## config.mk

```make
export PLATFORM = sky130hd
export DESIGN_NAME = pss_sqr
export DESIGN_NICKNAME = d
export VERILOG_FILES = /design/src/rtl/pss_sqr.sv
export SDC_FILE = /design/constraint.sdc
export NUM_CORES = 1
export LEC_CHECK = 0
export BUFFER_PORTS_ARGS = -buffer_cell sky130_fd_sc_hd__buf_2
export CAP_MARGIN = 20
export CORE_MARGIN = 2
export CORE_UTILIZATION = 45
export DETAILED_ROUTE_END_ITERATION = 10
export HOLD_SLACK_MARGIN = 0.06
export PLACE_DENSITY = 0.67
export SYNTH_ARGS = -nofsm -noshare
export SYNTH_HDL_FRONTEND = slang
export SYNTH_SLANG_ARGS = --single-unit
```

## constraint.sdc

```tcl
create_clock -name clk -period 6 [get_ports clk]
set_clock_uncertainty 0.05 [all_clocks]
set_input_delay 0.6 -clock clk [delete_from_list [all_inputs] [get_ports clk]]
set_output_delay 0.6 -clock clk [all_outputs]
set_load 0.02 [all_outputs]
```

## src/rtl/pss_sqr.sv

```systemverilog
`timescale 1ns / 1ps

// Registered squarer, shared by every odd prime found in the scan.
module pss_sqr #(
  parameter int W = 17
) (
  input  logic           clk,
  input  logic [W-1:0]   a,
  output logic [2*W-1:0] p
);

  logic [2*W-1:0] a_ext;

  assign a_ext = (2*W)'(a);

  always_ff @(posedge clk) begin
    p <= a_ext * a_ext;
  end

endmodule

```

# Word level (Yosys, flattened, before mapping)
# Cells that the tools add are included.
# word_totals
reg_bits,34
in_bits,18
# op_classes
mul,1
# op_table
operator,n
$mul 17x17->34,1

# Depth between registers and ports, before layout
# Gate-level depths: netlist of run 1.
# depth
ltp_word,1
depth_mapped,23

# Worst setup path before layout of run 1
# OpenSTA, ideal clock, no wires.
# synth_path
kind,input to register
start,input a[14]
end,register p[32]
t_arrival_ps,5715
required_time_ps,5878
setup_slack_ps,163
path_stages,21
cell_sequence,clkbuf_1 > clkbuf_1 > nand2_1 > fa_1 > fa_1 > fa_1 > inv_1 > fa_1 > fa_1 > inv_1 > fa_1 > inv_1 > ha_1 > buf_6 > a21o_1 > a21oi_1 > o211ai_1 > o211ai_2 > nand3_2 > a2111oi_4 > xnor2_1
# synth_via
elab_chain_cells,1
# synth_lines
element,line,rtl
start: declaration,8,"input logic [W-1:0] a,"
$mul 17x17->34,17,p <= a_ext * a_ext;
end signal: assignment,17,
end: declaration,9,output logic [2*W-1:0] p
# No other way between the ends.

# Worst setup path after layout of run 1
# layout_path
start,input a[6]
end,register p[30]
# The elaborated chain is that of the path after synthesis.

==> results.md, run 1 <==
* Largest registers: p (33)
* Arrival time of data at the critical path endpoint at 5900 ps
* Antenna cells at 0
* CTS tree: built
* Net count of the finished layout at 1,390
* Layout cell share with drive strength beyond 1 at 11.37%
* Pin count of the biggest net entering global routing at 17
* Synth top area cells: fa_1 42%, ha_1 15%, inv_1 12%, dfxtp_1 7.3%, nand2_1 4.2%
* Port bufs at 50
* Required time at the endpoint of the critical path at 6150 ps
* Dominant cell type by area after synthesis: fa_1
* Cell variety after synth at 52
* Top layer used by detailed routing: met4
* Largest family of logic cells by synthesized area: adder cells
* First-pass GRT wire length at 32,210 um
* Drt first-iter violations at 186
* Final cycle utilization of the critical path at 95.90%
* Worst-case hold slack at 524.2 ps
* Width of the die at 145.8 um
* Library cell used as clock root buffer: clkbuf_16
* Number of antenna violations at the first check in global routing at 0
* Simple logic cell fraction of the synthesized area at 11.60%
* Share of the synthesized area in the top cell type at 42.04%
* Multiplexer share of the synthesized area at 0.1244%
* Final global-route overflow total at 0
* Post-Synthesis Cells at 993
* Seq/Total Area, Yosys at 7.301%
* Crit. End Element: register
* Highest fanout seen on the critical path at 15
* Fraction of the mapped netlist area in compound gates at 6.900%
* Clk slew on worst S/H paths at 50 ps
* Total routed wirelength at 18,990 um
* Starting density of the core at 46.19%
* Unrepaired setup endpoints after global routing: false
* Number of setup buffers added after CTS at 0
* Placer's final routability congestion estimate at 0.8747
* Leading post-synthesis cells by instance count: 286 x inv_1, 190 x fa_1, 110 x ha_1
* Register bank with the most flops: p
* Site row count at 51
* Iteration count of the initial detailed-routing pass at 4
* Number of nets with antenna violations after routing at 0
* Final Hold Vio Count at 0
* Xor-xnor portion of the synthesized cell area at 3.775%
* Routed vias at 6,535
* Met3 WL at 625 um
* Core Footprint at 19,590 um2
* Synthesis Warnings at 0
* Worst Setup EP: p[30]$_DFF_P_
* Status: complete, no violations
* CTS Hold Buffers Added at 0
* Count of placed standard cells including taps at 1,330
* Total length of routed met2 wires at 10,260 um
* Post-route worst setup slack at 246.1 ps
* Worst Hold Class: in2reg
* Final-report setup violation count at 0
* Critical path startpoint category: primary input
* Library cell with the highest instance count after synthesis: inv_1
* Non-Filler Instances at 1,338
* Estimated wirelength of the detail-placed design at 16,970 um
* Detailed-route DRC error count at 0
* Synth-to-Final Area Change at 11.19%
* Post-synthesis adder-cell area fraction at 57.25%
* Ratio of routed vias to standard cells at 4.884
* Syn Nets at 1,311
* Area enclosed by the die boundary at 21,260 um2
* Worst setup path startpoint: a[6]
* Most instantiated flip-flop cell in the synthesis netlist: dfxtp_1
* Period minus WS final at 5754 ps
* Netlist area before placement at 9049 um2
* Chip height at 145.8 um
* Count of flip-flops with a built-in enable after synthesis at 0
* Final slew viol count at 0
* Worst setup timing slack at the placement stage at -87.32 ps
* Num CTS Buffers at 5
* Resize count post-CTS at 0
* Top-Level Pins at 52
* Via count of the first global-routing pass at 7,122
* All-Layer GR Usage at 18.74%
* Routed wire per std cell at 14.19 um
* Post-synthesis async set-or-reset flop share at 0%
* Max H-tree Level at 2
* Critical path class: in2reg
* Largest register FFs at 33
* Sum Neg Setup Slack at 0 ps
* Flops & latches, synth at 33
* Longest Clk Path Bufs at 2
* Length of routed wiring on met1 at 7688 um
* Avg Synthesized Cell Area at 9.112 um2
* Max frequency at 173.8 MHz
* Count of clock tree sinks at 33
* Max-Cap Viols at 0
[per-layer routing]
layer  vias to the layer above  GRT usage (%)
li1                       3090              -
met1                      3274          22.25
met2                       125          35.17
met3                        46          2.633
met4                         0          5.294
met5                         -              0
[logic make-up after synthesis]
kind of cell / Yosys count
xor gates and xnor gates: 39
other: 1
and+or+nand+nor: 220
AOI/OAI and AO/OA: 89
DFF: 33
muxes: 1
buffers and inverters: 310
adders and majority gates: 300
[area by class of cell]
cell class	count	area [um2]
clock buffers	7	142.6
repair buffers	96	603.1
clock inverters	1	30.03
multi-input cells	650	7219
well taps	265	331.6
flip-flops and latches	33	660.6
fillers	1879	9529
inverters	286	1074
[worst min path at each step]
| stage | start | endpoint | slack, ps | cells after the start |
|---|---|---|---|---|
| after global placement | a[0] | p[0]$_DFF_P_ | 820 | 1 |
| after detailed placement | a[0] | p[0]$_DFF_P_ | 820 | 1 |
| after CTS | a[0] | p[0]$_DFF_P_ | 520 | 1 |
| after global routing | a[0] | p[0]$_DFF_P_ | 520 | 1 |
| final | a[0] | p[0]$_DFF_P_ | 520 | 1 |
| after floorplan | a[0] | p[0]$_DFF_P_ | 580 | 0 |
[layout by cell type, fill, tap and decap left out, types with 3 or more instances in the layout]
cell type,n
inv_1,286
fa_1,190
ha_1,110
nand2_1,101
and2_1,53
buf_2,47
buf_4,46
dfxtp_1,33
xnor2_1,30
a21oi_1,29
nor2_1,28
xor2_1,9
o21ai_0,9
nand3_1,8
a21o_1,8
o21ai_1,8
nor2b_1,7
o21bai_1,5
clkbuf_16,5
o211ai_2,4
nor3_1,4
o211ai_1,4
or2_2,3
and3_1,3
a211oi_1,3
nand4_1,3
o21a_1,3
clkbuf_4,3
[critical path, cell delays in order]
cell and delay [ps]:
buf_2 270, nand2_1 120, fa_1 570, inv_1 70
fa_1 500, inv_1 50, fa_1 550, inv_1 50
fa_1 450, fa_1 490, inv_1 50, fa_1 470
inv_1 40, ha_1 370, nand4_1 140, or2_0 230
a211oi_2 330, o211ai_2 140, a31o_1 210, a22oi_1 170
[through the flow]
step           utilization (%)  area, um2
2_1_floorplan                -       9049
3_3_place_gp             50.39       9872
3_5_place_dp             50.39       9872
4_1_cts                  51.27      10040
5_1_grt                  51.36      10060
6_report                 51.36      10060
Power of run 1 is left out: the tool's default activity adds up to more than one toggle a clock period on the data nets, which glitch-free logic cannot reach.
==> inputs of run 2 (changes only) <==
Settings changed: PLACE_DENSITY 0.67 to 0.65.
Clock period 6 ns to 6.2 ns, I/O delays scaled along.
==> results.md, run 2 (synthesized netlist as in run 1, its figures left out) <==
* Required time at the endpoint of the critical path at 6330 ps (+180 ps)
* Routed wire per std cell at 14.10 um (-0.64%)
* Net count of the finished layout at 1,371 (-1.4%)
* Highest fanout seen on the critical path at 10 (-5)
* Clk slew on worst S/H paths at 60 ps (about the same)
* Synth-to-Final Area Change at 9.057%
* Estimated wirelength of the detail-placed design at 16,560 um (-2.4%)
* Crit. End Element: register
* Period minus WS final at 5840 ps
* Placer's final routability congestion estimate at 0.8365 (-4.4%)
* Num CTS Buffers at 5 (unchanged)
* Worst-case hold slack at 640.3 ps (+116.1 ps)
* Register bank with the most flops: p
* Critical path startpoint category: primary input
* Antenna cells at 0 (unchanged)
* CTS tree: built
* Longest Clk Path Bufs at 2 (unchanged)
* Drt first-iter violations at 188 (+1.1%)
* Arrival time of data at the critical path endpoint at 5960 ps (+60 ps)
* Largest registers: p (33)
* Final-report setup violation count at 0 (unchanged)
* Critical path class: in2reg
* Max H-tree Level at 2 (unchanged)
* Via count of the first global-routing pass at 6,980 (-2.0%)
* Min-Delay Endpoint: p[0]$_DFF_P_
* Site row count at 51 (unchanged)
* Sum Neg Setup Slack at 0 ps (unchanged)
* Starting density of the core at 46.19% (unchanged)
* Port bufs at 50 (unchanged)
* Core Footprint at 19,590 um2 (unchanged)
* Top-Level Pins at 52 (unchanged)
* Most common library cell in the layout ignoring fill and taps: inv_1
* Filler cell count in the final layout at 1,898 (+1.0%)
* Number of antenna violations at the first check in global routing at 0 (unchanged)
* Most frequent cells in the layout: 286 x inv_1, 190 x fa_1, 110 x ha_1
* Library cell used as clock root buffer: clkbuf_16
* Final cycle utilization of the critical path at 94.19%
* CTS Hold Buffers Added at 0 (unchanged)
* Origin of the worst min-delay path: a[0]
* Width of the die at 145.8 um (unchanged)
* Seq. cell area at 660.6 um2 (unchanged)
* Pin count of the biggest net entering global routing at 17 (unchanged)
* Area enclosed by the die boundary at 21,260 um2 (unchanged)
* Iteration count of the initial detailed-routing pass at 4 (unchanged)
* Status: complete, no violations
* Chip height at 145.8 um (unchanged)
* All-Layer GR Usage at 18.62% (-0.12 points)
* Final slew viol count at 0 (unchanged)
* Ratio of routed vias to standard cells at 4.885 (about the same)
* Unrepaired setup endpoints after global routing: false
* Count of clock tree sinks at 33 (unchanged)
* Worst setup path startpoint: a[4]
* Detailed-route DRC error count at 0 (unchanged)
* Final Hold Vio Count at 0 (unchanged)
* Max-Cap Viols at 0 (unchanged)
* Worst hold path stage count at 2 (+1)
* Routed vias at 6,434 (-1.5%)
* Largest register FFs at 33 (unchanged)
* Layout cell share with drive strength beyond 1 at 9.696% (-1.7 points)
* Number of setup buffers added after CTS at 0 (unchanged)
* Multi-input combinational cell area at 7219 um2 (unchanged)
* First-pass GRT wire length at 32,140 um (-0.21%)
* Final global-route overflow total at 0 (unchanged)
* Max frequency at 171.2 MHz
* Worst Hold Class: in2reg
* Number of nets with antenna violations after routing at 0 (unchanged)
* Total routed wirelength at 18,570 um (-2.2%)
run 2: changes by cell type in the layout (fill, tap and decap cells not counted):
cell / previous run / this run
buf_2: 47 / 50
bufinv_16: 1 / 0
clkinv_2: 0 / 1
clkbuf_4: 3 / 0
clkbuf_8: 1 / 0
clkbuf_1: 1 / 0
buf_4: 46 / 27
run 2: cell type report:
class,count,share of cell area [%]
Tap cell,265,3.360
Sequential cell,33,6.695
Inverter,286,10.88
Clock inverter,1,0.05072
Timing Repair Buffer,77,4.590
Clock buffer,5,1.268
Multi-Input combinational cell,650,73.16
run 2: worst max path at each step:
| stage | to | slack (ps) |
|---|---|---|
| final | p[29]$_DFF_P_ | 360 |
| after detailed placement | p[29]$_DFF_P_ | 40 |
| after global routing | p[21]$_DFF_P_ | 30 |
| after floorplan | p[32]$_DFF_P_ | 340 |
| after global placement | p[29]$_DFF_P_ | 100 |
| after CTS | p[29]$_DFF_P_ | 320 |
run 2: what timing repair did:
action / 4_1_cts / 5_1_grt
hold endpoints to repair: 0 / 0
setup endpoints to repair: 0 / 4
gates resized for setup: 0 / 1
run 2: metal layers:
| layer | routed length, um | track usage (%) | up-vias | part of all wire (%) |
|---|---|---|---|---|
| met2 | 10100 | 34.55 | 110 | 54 |
| met1 | 7526 | 23.03 | 3240 | 41 |
| met5 | 0 | 0 | - | 0 |
| li1 | - | - | 3053 | - |
| met3 | 597 | 2.633 | 31 | 3.2 |
| met4 | 349 | 3.824 | 0 | 1.9 |
run 2: worst max-delay path, cell delays in order:
cell and delay (ps):
buf_2 250, and2_1 210, inv_1 70, fa_1 530, inv_1 50, fa_1 420
inv_1 90, fa_1 430, fa_1 560, inv_1 50, fa_1 470, inv_1 50
fa_1 500, inv_1 50, ha_1 370, nand3_2 140, nor2_2 170, o21ai_2 100
o211ai_2 270, a31oi_4 190, o311ai_1 310, nand2_1 80
run 2: through the flow:
stage	worst slack (ps)	utilization, %	cells	cell area [um2]
3_5_place_dp	37.35	49.66	1311	9729
3_3_place_gp	98.89	49.66	1311	9729
4_1_cts	324.6	50.33	1317	9859
2_1_floorplan	343.0	-	993	9049
6_report	360.2	50.37	1317	9868
5_1_grt	28.45	50.37	1317	9868
Power of run 2 is left out for the same reason.
==> inputs of run 3 (changes only) <==
Settings changed: RECOVER_POWER set to 25, REMOVE_ABC_BUFFERS set to 1.
==> results.md, run 3 (synthesized netlist as in run 1, its figures left out) <==
* Status: complete, no violations
* Crit. End Element: register
* Count of clock tree sinks at 33 (unchanged)
* Ratio of routed vias to standard cells at 4.809 (-1.6%)
* Arrival time of data at the critical path endpoint at 5940 ps (-20 ps)
* Num CTS Buffers at 5 (unchanged)
* Number of setup buffers added after CTS at 0 (unchanged)
* Iteration count of the initial detailed-routing pass at 4 (unchanged)
* Most frequent cells in the layout: 286 x inv_1, 190 x fa_1, 110 x ha_1
* Area enclosed by the die boundary at 21,260 um2 (unchanged)
* Origin of the worst min-delay path: a[1]
* Filler cell count in the final layout at 1,892 (-0.32%)
* Port bufs at 50 (unchanged)
* Pin count of the biggest net entering global routing at 17 (unchanged)
* Sum Neg Setup Slack at 0 ps (unchanged)
* Top-Level Pins at 52 (unchanged)
* Number of nets with antenna violations after routing at 0 (unchanged)
* Largest register FFs at 33 (unchanged)
* Resize count post-CTS at 0 (unchanged)
* Routed wire per std cell at 14.51 um (+2.9%)
* Number of antenna violations at the first check in global routing at 0 (unchanged)
* Unrepaired setup endpoints after global routing: false
* Core Footprint at 19,590 um2 (unchanged)
* Total routed wirelength at 19,160 um (+3.2%)
* Antenna cells at 0 (unchanged)
* Max frequency at 171.7 MHz (+0.26%)
* Placer's final routability congestion estimate at 0.8811 (+5.3%)
* Worst max-slew margin expressed relative to the limit at 57.11%
* Period minus WS final at 5825 ps (-14.98 ps)
* Seq. cell area at 660.6 um2 (unchanged)
* Layout cell share with drive strength beyond 1 at 8.531% (-1.2 points)
* All-Layer GR Usage at 18.95% (+0.33 points)
* Highest fanout seen on the critical path at 15 (+5)
* Net count of the finished layout at 1,372 (+0.073%)
* Estimated wirelength of the detail-placed design at 17,000 um (+2.6%)
* Critical path startpoint category: primary input
* CTS Hold Buffers Added at 0 (unchanged)
* CTS tree: built
* Worst hold path stage count at 3 (+1)
* Longest Clk Path Bufs at 2 (unchanged)
* Starting density of the core at 46.19% (unchanged)
* Register bank with the most flops: p
* Site row count at 51 (unchanged)
* Actual transition at the worst max-transition pin at 643.4 ps
* Final-report setup violation count at 0 (unchanged)
* First-pass GRT wire length at 32,320 um (+0.56%)
* Width of the die at 145.8 um (unchanged)
* Min-Delay Endpoint: p[2]$_DFF_P_
* Final cycle utilization of the critical path at 93.95% (-0.24 points)
* Library cell used as clock root buffer: clkbuf_16
* Drt first-iter violations at 279 (+48%)
* Synth-to-Final Area Change at 9.665%
* Worst-case hold slack at 824.8 ps (+184.6 ps)
* Max-Cap Viols at 0 (unchanged)
* Clk slew on worst S/H paths at 60 ps (about the same)
* Detailed-route DRC error count at 0 (unchanged)
* Final global-route overflow total at 0 (unchanged)
* Final slew viol count at 0 (unchanged)
* Via count of the first global-routing pass at 6,872 (-1.5%)
* Required time at the endpoint of the critical path at 6320 ps (about the same)
* Worst Hold Class: in2reg
* Critical path class: in2reg
* Largest registers: p (33)
* Final Hold Vio Count at 0 (unchanged)
* Max H-tree Level at 2 (unchanged)
* Most common library cell in the layout ignoring fill and taps: inv_1
* Multi-input combinational cell area at 7219 um2 (unchanged)
* Chip height at 145.8 um (unchanged)
* Routed vias at 6,348 (-1.3%)
## run 3: layer usage
metal / GRT usage, % / share of wire [%] / vias up
li1: - / - / 3059
met1: 24.01 / 42 / 3147
met2: 34.67 / 53 / 118
met3: 2.320 / 4.0 / 24
met4: 4.118 / 1.7 / 0
met5: 0 / 0 / -
## run 3: critical path, stage by stage
cell and delay [ps]:
buf_2 300, nand2_1 130, fa_1 570, inv_1 70, fa_1 490, inv_1 50, fa_1 540, inv_1 50
fa_1 470, fa_1 490, inv_1 50, fa_1 480, inv_1 40, ha_1 370, nand4_1 150, or2_0 250
a211oi_2 270, o211ai_2 150, a31o_1 230, nand2b_1 80, a22oi_1 60
## run 3: worst max-delay path by stage
| stage | from | end | slack [ps] | cells after the start |
|---|---|---|---|---|
| after CTS | a[7] | p[31]$_DFF_P_ | 320 | 22 |
| after global placement | a[3] | p[27]$_DFF_P_ | 90 | 20 |
| after floorplan | a[4] | p[27]$_DFF_P_ | 680 | 18 |
| after global routing | a[7] | p[29]$_DFF_P_ | 40 | 22 |
| final | a[6] | p[30]$_DFF_P_ | 380 | 21 |
| after detailed placement | a[7] | p[31]$_DFF_P_ | 10 | 22 |
## run 3: area by class of cell
| type | instances | area share, % |
|---|---|---|
| inverters | 286 | 10.82 |
| clock buffers | 5 | 1.261 |
| repair buffers | 78 | 4.703 |
| multi-input cells | 650 | 72.75 |
| flip-flops and latches | 33 | 6.657 |
| well taps | 265 | 3.341 |
| clock inverters | 3 | 0.4665 |
## run 3: through the flow
step | cells | setup WS (ps) | cell area, um2 | util (%)
finish | 1320 | 375.2 | 9923 | 50.65
global route | 1320 | 36.82 | 9923 | 50.65
CTS | 1320 | 317.3 | 9933 | 50.71
detailed placement | 1312 | 10.30 | 9762 | 49.83
global placement | 1312 | 86.64 | 9762 | 49.83
floorplan | 969 | 684.9 | 8945 | -
Power of run 3 is left out for the same reason.
